File: config.mk
export PLATFORM = sky130hd
export DESIGN_NAME = rde_ctrl
export DESIGN_NICKNAME = d
export VERILOG_FILES = /design/src/sv/rde_pkg.sv /design/src/sv/rde_ctrl.sv
export SDC_FILE = /design/constraint.sdc
export NUM_CORES = 1
export LEC_CHECK = 0
export ABC_AREA = 1
export BUFFER_PORTS_ARGS = -buffer_cell sky130_fd_sc_hd__buf_2
export CORE_AREA = 2 2 39 41
export DETAILED_ROUTE_END_ITERATION = 6
export DIE_AREA = 0 0 41 43
export PLACE_DENSITY_LB_ADDON = 0.3
export SYNTH_ARGS = -nofsm -noshare
export SYNTH_HDL_FRONTEND = slang
export SYNTH_SLANG_ARGS = --single-unit
File: constraint.sdc
create_clock -name clk -period 1 [get_ports clk]
set_clock_uncertainty 0.1 [all_clocks]
set_input_delay 0.05 -clock clk [delete_from_list [all_inputs] [get_ports clk]]
set_output_delay 0.05 -clock clk [all_outputs]
set_load 0.01 [all_outputs]
File: src/sv/rde_pkg.sv
// Shared constants, codes and control types of the deque engine.
package rde_pkg;

  // Default store depth
  localparam int DEPTH_DEFAULT = 1024;

  localparam int WORD_W = 32;
  localparam int OP_W   = 3;
  localparam int ST_W   = 2;

  // Opcodes
  localparam logic [OP_W-1:0] OP_POP_BACK   = 3'd0;
  localparam logic [OP_W-1:0] OP_POP_FRONT  = 3'd1;
  localparam logic [OP_W-1:0] OP_PUSH_BACK  = 3'd2;
  localparam logic [OP_W-1:0] OP_PUSH_FRONT = 3'd3;
  localparam logic [OP_W-1:0] OP_REVERSE    = 3'd4;

  // Result status codes
  localparam logic [ST_W-1:0] ST_OK    = 2'd0;
  localparam logic [ST_W-1:0] ST_EMPTY = 2'd1;
  localparam logic [ST_W-1:0] ST_FULL  = 2'd2;

  // Commands from controller to datapath
  typedef struct packed {
    logic load_item;  // capture opcode and word
    logic do_pop;     // read the end entry, move pointers
    logic do_push;    // write the end entry, move pointers
    logic do_rev;     // toggle the reversal flag
    logic rep_empty;  // report empty status
    logic rep_full;   // report full status
    logic load_word;  // report popped word
  } rde_cmd_t;

  // Status from datapath to controller
  typedef struct packed {
    logic op_pop;
    logic op_push;
    logic op_rev;
    logic empty;
    logic full;
  } rde_stat_t;

endpackage

File: src/sv/rde_ctrl.sv
// Controller: sequences capture, execute and memory read of one item.
module rde_ctrl (
  input  logic               clk,
  input  logic               rst,
  input  logic               start,
  output logic               busy,
  input  rde_pkg::rde_stat_t stat,
  output rde_pkg::rde_cmd_t  cmd
);

  localparam logic [1:0] S_IDLE = 2'd0;
  localparam logic [1:0] S_EXEC = 2'd1;
  localparam logic [1:0] S_READ = 2'd2;

  logic [1:0] state;
  logic [1:0] state_next;

  always_ff @(posedge clk) begin
    if (rst) begin
      state <= S_IDLE;
    end else begin
      state <= state_next;
    end
  end

  assign busy = (state != S_IDLE);

  // Next state and commands
  always_comb begin
    state_next = state;
    cmd        = '0;
    case (state)
      S_IDLE: begin
        if (start) begin
          cmd.load_item = 1'b1;
          state_next    = S_EXEC;
        end
      end
      S_EXEC: begin
        state_next = S_IDLE;
        if (stat.op_pop) begin
          if (stat.empty) begin
            cmd.rep_empty = 1'b1;
          end else begin
            cmd.do_pop = 1'b1;
            state_next = S_READ;
          end
        end else if (stat.op_push) begin
          if (stat.full) cmd.rep_full = 1'b1;
          else           cmd.do_push  = 1'b1;
        end else if (stat.op_rev) begin
          cmd.do_rev = 1'b1;
        end
      end
      S_READ: begin
        // registered read data is ready
        cmd.load_word = 1'b1;
        state_next    = S_IDLE;
      end
      default: begin
        state_next = S_IDLE;
      end
    endcase
  end

endmodule

==> flow_metrics.py, run 1 <==
metrics = {
    "outcome": {
        "outcome": "finished with violations",
        "failed_checks": "negative setup slack",
    },
    "routing": {
        "initialDrtViolationCount": 1,
        "vias": 237,
        "final_antenna_net_count": 0,
        "drt_wl_total_um": 459,
        "routedWlPerCell_um": 7.17,
        "drt_drc_violations_left": 0,
        "drt_pass1_iterations": 2,
        "avgViaCountPerCell": 3.70,
    },
    "yosys": {
        "combinational_family_with_the_most_area_after_synthesis": "simple AND/OR/NAND/NOR gates",
        "synth-warning-count": 0,
        "synth_simple_gate_area_share_pct": 57.3,
        "yosys.area_share.xor_xnor_pct": 0,
        "synth.net_count": 34,
        "netlist_area_um2": 146,
        "syn-instance-count": 26,
        "synth-compound-area-share_pct": 0,
        "ys_ff_latch": 2,
        "netlist-cell-type-count": 9,
        "post_synth_mux_area_share_pct": 0,
        "share_of_synthesized_cell_area_in_full_adder_half_adder_and_majority_cells_pct": 0,
        "synth_seq_area_share_pct": 27.4,
        "syn_area_per_cell_um2": 5.63,
    },
    "global_route": {
        "grt.overflow.total": 0,
        "grt_antenna_before_repair": 0,
        "first_global_vias": 210,
        "grt_usage_pct": 6.41,
        "grt_start_max_net_pins": 5,
        "grt_first_pass_wirelength_um": 752,
    },
    "clock_tree": {
        "cts_root_buffer": "sky130_fd_sc_hd__clkbuf_4",
        "clk_pin_slew_worst_paths_ps": 30,
        "cts_inserted_buffers": 3,
        "cts_tree": "yes",
        "clk_latency_ps": 220,
        "clock_sinks": 2,
        "h-tree-depth": 1,
        "cts_buffer_depth": 2,
    },
    "setup_path": {
        "critPathKind": "reg2out",
        "cp_top_family": "flip-flops",
        "reg2reg_setup_slack_ps": 80,
        "data_required_time_of_the_worst_path_ps": 850,
        "timing.critical_path.from_type": "register",
        "worstPathCellList": "inv_4, nor2_2, nand2_2, inv_2, buf_6",
        "arrival_ps": 930,
        "critical_path.endpoint_type": "primary output",
        "critical_path.slowest_cell": "sky130_fd_sc_hd__dfxtp_4",
        "critical_path.max_fanout": 3,
        "worstPathBufferInverterCount": 3,
        "critical-path-max-stage-delay_ps": 360,
    },
    "pwr": {
        "power.share.sequential_pct": 24.8,
        "power.static_leakage_nw": 0.187,
        "clock_power_share_pct": 50.6,
        "switchingPower_w": 0.0000931,
        "max-vdd-ir-drop_v": 0.000355,
        "power.density_nw_per_um2": 986,
        "switching_share_pct": 26.4,
        "internal-power_w": 0.000260,
        "share_comb_of_total_power_pct": 24.6,
        "design_power_total_w": 0.000353,
    },
    "die": {
        "die_w_um": 41,
        "initial_core_util_pct": 10.6,
        "core_area_um2": 1380,
        "fp-row-count": 14,
        "pin_count": 16,
        "floorplan.die.height_um": 43,
        "design.die.area_um2": 1760,
    },
    "finish": {
        "final_non_filler_cell_total": 64,
        "layout.cell_area.non_filler_um2": 358,
        "n_antenna_cell": 0,
        "num-fill-cells": 152,
        "drive_above_1_share_pct": 72.9,
        "layout-area-overhead-vs-synth_pct": 144,
        "layout.area.seq_um2": 45.0,
        "layout.nets": 58,
        "largest_register_ffs": 2,
        "biggestRegsByFlops": "state (2)",
        "multi_input_comb_area_um2": 114,
        "top_register": "state",
    },
    "timing": {
        "fin_crit_ps": 1080,
        "worst_slew_pin_slew_ps": 138,
        "setup_repair_after_global_routing_missed_its_margin": "yes",
        "maxSlewHeadroom_pct": 90.8,
        "finalHoldViolations": 0,
        "worst_slack_ps": -78.5,
        "setup_viol": 6,
        "fin_crit_sh_pct": 108,
        "achievable-frequency_ghz": 0.927,
        "slew_viol_final": 0,
        "finalHoldWorstSlack_ps": 108,
    },
    "place": {
        "gpl.final_weighted_congestion": 0.626,
        "hpwl_um": 327,
        "dpl_worst_slack_ps": 78.2,
        "placed_cells_incl_taps": 57,
        "placement.io_buffers": 15,
        "placedInstanceArea_um2": 241,
    },
    "min_path": {
        "timing.hold.worst.class": "in2reg",
    },
    "run": {
        "cap_viol_max_count": 0,
    },
}
==> tightest hold or removal path, stage by stage <==
cell                      delay (ps)
sky130_fd_sc_hd__buf_2            90
sky130_fd_sc_hd__nor2_1           50
sky130_fd_sc_hd__nand2_2          80
sky130_fd_sc_hd__buf_4           100
sky130_fd_sc_hd__nor2_2           20
==> worst paths after layout <==
path	startpoint	endpoint	depth (start not counted)
max reg2reg	state[0]	state[1]	5
min	stat[1]	state[1]	5
max	state[0]	cmd[5]	5
min reg2reg	state[1]	state[1]	4
==> power by group through the flow <==
stage                      logic, W  clock network (W)  registers [W]
after global placement    0.0000585                  0      0.0000871
after floorplan           0.0000302                  0      0.0000865
after detailed placement  0.0000587                  0      0.0000868
after global routing      0.0000950           0.000199      0.0000879
after CTS                 0.0000671           0.000191      0.0000869
final                     0.0000869           0.000179      0.0000875
==> cell usage in the layout, fill, tap and decap left out <==
| cell type | n |
|---|---|
| sky130_fd_sc_hd__buf_4 | 2 |
| sky130_fd_sc_hd__dfxtp_4 | 1 |
| sky130_fd_sc_hd__dlygate4sd3_1 | 2 |
| sky130_fd_sc_hd__nand2_4 | 2 |
| sky130_fd_sc_hd__nand2_2 | 1 |
| sky130_fd_sc_hd__nor2_4 | 1 |
| sky130_fd_sc_hd__buf_6 | 3 |
| sky130_fd_sc_hd__nand3_1 | 2 |
| sky130_fd_sc_hd__nor2_1 | 4 |
| sky130_fd_sc_hd__dfxtp_2 | 1 |
| sky130_fd_sc_hd__nor3_2 | 1 |
| sky130_fd_sc_hd__inv_1 | 3 |
| sky130_fd_sc_hd__inv_4 | 2 |
| sky130_fd_sc_hd__nand2_1 | 2 |
| sky130_fd_sc_hd__clkbuf_4 | 3 |
| sky130_fd_sc_hd__nor2_2 | 5 |
| sky130_fd_sc_hd__inv_2 | 1 |
| sky130_fd_sc_hd__buf_2 | 12 |
==> layout make-up <==
type	count	share of cell area (%)
Sequential cell	2	12.6
Tap cell	16	5.59
Multi-Input combinational cell	18	31.8
Timing Repair Buffer	19	36.0
Inverter	6	7.69
Clock buffer	3	6.29
==> layer usage <==
metal,wire (um),vias up,global-route usage (%)
met4,12,0,6.00
li1,-,121,-
met5,0,-,0
met2,234,12,9.38
met1,158,102,7.01
met3,53,2,1.57
==> cell usage after synthesis (all sizes together) <==
cell type / number / area (um^2)
nor2: 10 / 42.5
inv: 6 / 22.5
nand2: 5 / 21.3
dfxtp: 2 / 40.0
nand3: 2 / 10.0
nor3: 1 / 10.0
==> per-stage QoR <==
step / utilization (%) / setup TNS (ps)
5_1_grt: 25.9 / -673
6_report: 25.9 / -297
2_1_floorplan: - / 0
4_1_cts: 21.4 / -372
3_5_place_dp: 17.5 / 0
3_3_place_gp: 17.5 / 0
==> cells by family (layout without fill, tap and decap cells) <==
logic type	Yosys count	after routing
buffers and inverters	6	28
DFF	2	2
and+or+nand+nor	18	18
==> what timing repair did <==
item	CTS	global route
gates resized for setup	4	15
hold buffers	2	0
hold endpoints to repair	2	0
endpoints found under the setup margin	8	8
pin swaps	4	2
buffers inserted	1	1
(Power assumes the default switching activity.)
==> inputs of run 2 (changes only) <==
==> constraint.sdc (replaced) <==
create_clock -name clk -period 1 [get_ports clk]
set_clock_uncertainty 0.1 [all_clocks]
set_input_delay 0.15 -clock clk [delete_from_list [all_inputs] [get_ports clk]]
set_output_delay 0.15 -clock clk [all_outputs]
set_load 0.1 [all_outputs]
==> flow_metrics.py, run 2 (same netlist as run 1, synthesis figures left out) <==
metrics = {
    "die": {
        "floorplan.die.height_um": 43,
        "die_w_um": 41,
        "design.die.area_um2": 1760,
        "initial_core_util_pct": 10.6,
        "fp-row-count": 14,
        "core_area_um2": 1380,
        "pin_count": 16,
    },
    "min_path": {
        "hp-start": "start",
        "timing.hold.worst.class": "in2reg",
    },
    "finish": {
        "mostFrequentLayoutCells": "8 x sky130_fd_sc_hd__buf_12, 7 x sky130_fd_sc_hd__nor2_4, 7 x sky130_fd_sc_hd__buf_2",
        "biggestRegsByFlops": "state (2)",
        "multi_input_comb_area_um2": 158,
        "top_register": "state",
        "n_antenna_cell": 0,
        "num-fill-cells": 146,
        "layout.nets": 59,
        "layout.area.seq_um2": 47.5,
        "layout.cell_area.non_filler_um2": 520,
        "mostFrequentLayoutCell": "sky130_fd_sc_hd__buf_12",
        "final_non_filler_cell_total": 65,
        "layout-area-overhead-vs-synth_pct": 256,
        "largest_register_ffs": 2,
        "drive_above_1_share_pct": 79.6,
    },
    "global_route": {
        "first_global_vias": 230,
        "groute.layer.met1.usage_pct": 6.71,
        "top_usage_layer": "met2",
        "grt_first_pass_wirelength_um": 814,
        "grt_start_max_net_pins": 5,
        "grt_usage_pct": 7.01,
        "grt_antenna_before_repair": 0,
        "globalRouteMet2Util_pct": 10.3,
        "grt.overflow.total": 0,
        "globalRouteMet3Util_pct": 5.24,
    },
    "place": {
        "gpl.final_weighted_congestion": 0.564,
        "placed_cells_incl_taps": 60,
        "placement.io_buffers": 15,
        "placedInstanceArea_um2": 459,
        "hpwl_um": 388,
    },
    "timing": {
        "fin_crit_sh_pct": 130,
        "setup_viol": 8,
        "worst_slack_ps": -296,
        "achievable-frequency_ghz": 0.772,
        "setup_repair_after_global_routing_missed_its_margin": "yes",
        "slew_viol_final": 0,
        "fin_crit_ps": 1300,
        "maxSlewHeadroom_pct": 91.3,
        "finalHoldViolations": 0,
        "worst_slew_pin_slew_ps": 130,
    },
    "clock_tree": {
        "clk_pin_slew_worst_paths_ps": 30,
        "cts_tree": "yes",
        "clock_sinks": 2,
        "cts_root_buffer": "sky130_fd_sc_hd__clkbuf_4",
        "h-tree-depth": 1,
        "cts_inserted_buffers": 3,
        "cts_buffer_depth": 2,
        "clk_latency_ps": 220,
    },
    "routing": {
        "avgViaCountPerCell": 3.55,
        "routedWlPerCell_um": 7.60,
        "drt_drc_violations_left": 0,
        "drt_wl_total_um": 494,
        "drt_pass1_iterations": 2,
        "final_antenna_net_count": 0,
        "vias": 231,
        "initialDrtViolationCount": 3,
    },
    "setup_path": {
        "worstPathCellList": "inv_6, nand2_4, nor2_4, buf_12",
        "r2r-start": "state[0]",
        "critical-path-max-stage-delay_ps": 350,
        "setup.worst_path.start": "state[1]",
        "timing.critical_path.from_type": "register",
        "arrival_ps": 1050,
        "critical_path.slowest_cell": "sky130_fd_sc_hd__dfxtp_4",
        "critPathKind": "reg2out",
        "reg2reg_setup_slack_ps": 70,
        "critical_path.max_fanout": 4,
        "critical_path.endpoint_type": "primary output",
        "data_required_time_of_the_worst_path_ps": 750,
    },
    "outcome": {
        "failed_checks": "negative setup slack",
        "outcome": "finished with violations",
    },
    "pwr": {
        "power.static_leakage_nw": 0.213,
        "max-vdd-ir-drop_v": 0.000394,
        "power.density_nw_per_um2": 903,
    },
    "run": {
        "cap_viol_max_count": 0,
    },
}
-- run 2: cell types whose count changed in the layout (fill, tap and decap cells not counted), moves of 2 or more --
cell | previous run | this run
sky130_fd_sc_hd__buf_12 | 0 | 8
sky130_fd_sc_hd__nor2_4 | 1 | 7
sky130_fd_sc_hd__buf_2 | 12 | 7
sky130_fd_sc_hd__nor2_2 | 5 | 1
sky130_fd_sc_hd__buf_6 | 3 | 1
sky130_fd_sc_hd__nor2_1 | 4 | 2
-- run 2: layout make-up --
cell class / count / area share (%)
tap: 16 / 3.85
clock buffer: 3 / 4.33
inverter: 6 / 6.49
sequential: 2 / 9.13
multi-input combinational: 18 / 30.3
timing repair buffer: 20 / 45.9
-- run 2: routing by layer --
metal  vias to the layer above  wire (um)
met3                         0         44
met5                         -          0
met2                        10        284
li1                        121          -
met1                       100        165
met4                         0          0
-- run 2: path summary, 6_finish.rpt --
path                            endpoint  depth (start not counted)
worst max-delay path              cmd[2]                          4
worst min-delay path            state[0]                          3
worst max register to register  state[1]                          5
worst min register to register  state[1]                          4
-- run 2: timing repair --
item,CTS,global route
setup endpoints to repair,8,8
setup buffers,0,1
pin swaps,2,1
endpoints found under the hold margin,1,0
hold buffers,1,0
resized for setup,3,3
-- run 2: critical path, delay by kind of cell (launching register included) --
family,cells,cell delay [ps]
buf+inv,2,260
simple gates,2,200
flops,1,350
-- run 2: per-stage QoR --
step	TNS (ps)	worst slack [ps]	power, W	util, %	hold WS, ps
after detailed placement	-618	-115	0.000288	33.2	236
after floorplan	-1860	-343	0.000216	-	109
final	-2160	-296	0.000470	37.6	133
after global routing	-2490	-337	0.000506	37.6	135
after CTS	-2210	-313	0.000478	36.3	125
after global placement	-593	-110	0.000288	33.2	232
-- run 2: power breakdown --
group	leakage, nW	switching, W	internal [W]	total [W]
logic	0.181	0.000129	0.0000792	0.000208
clock network	0.0138	0.0000435	0.000132	0.000176
registers	0.0178	0.00000560	0.0000804	0.0000860
total	0.213	0.000178	0.000292	0.000470
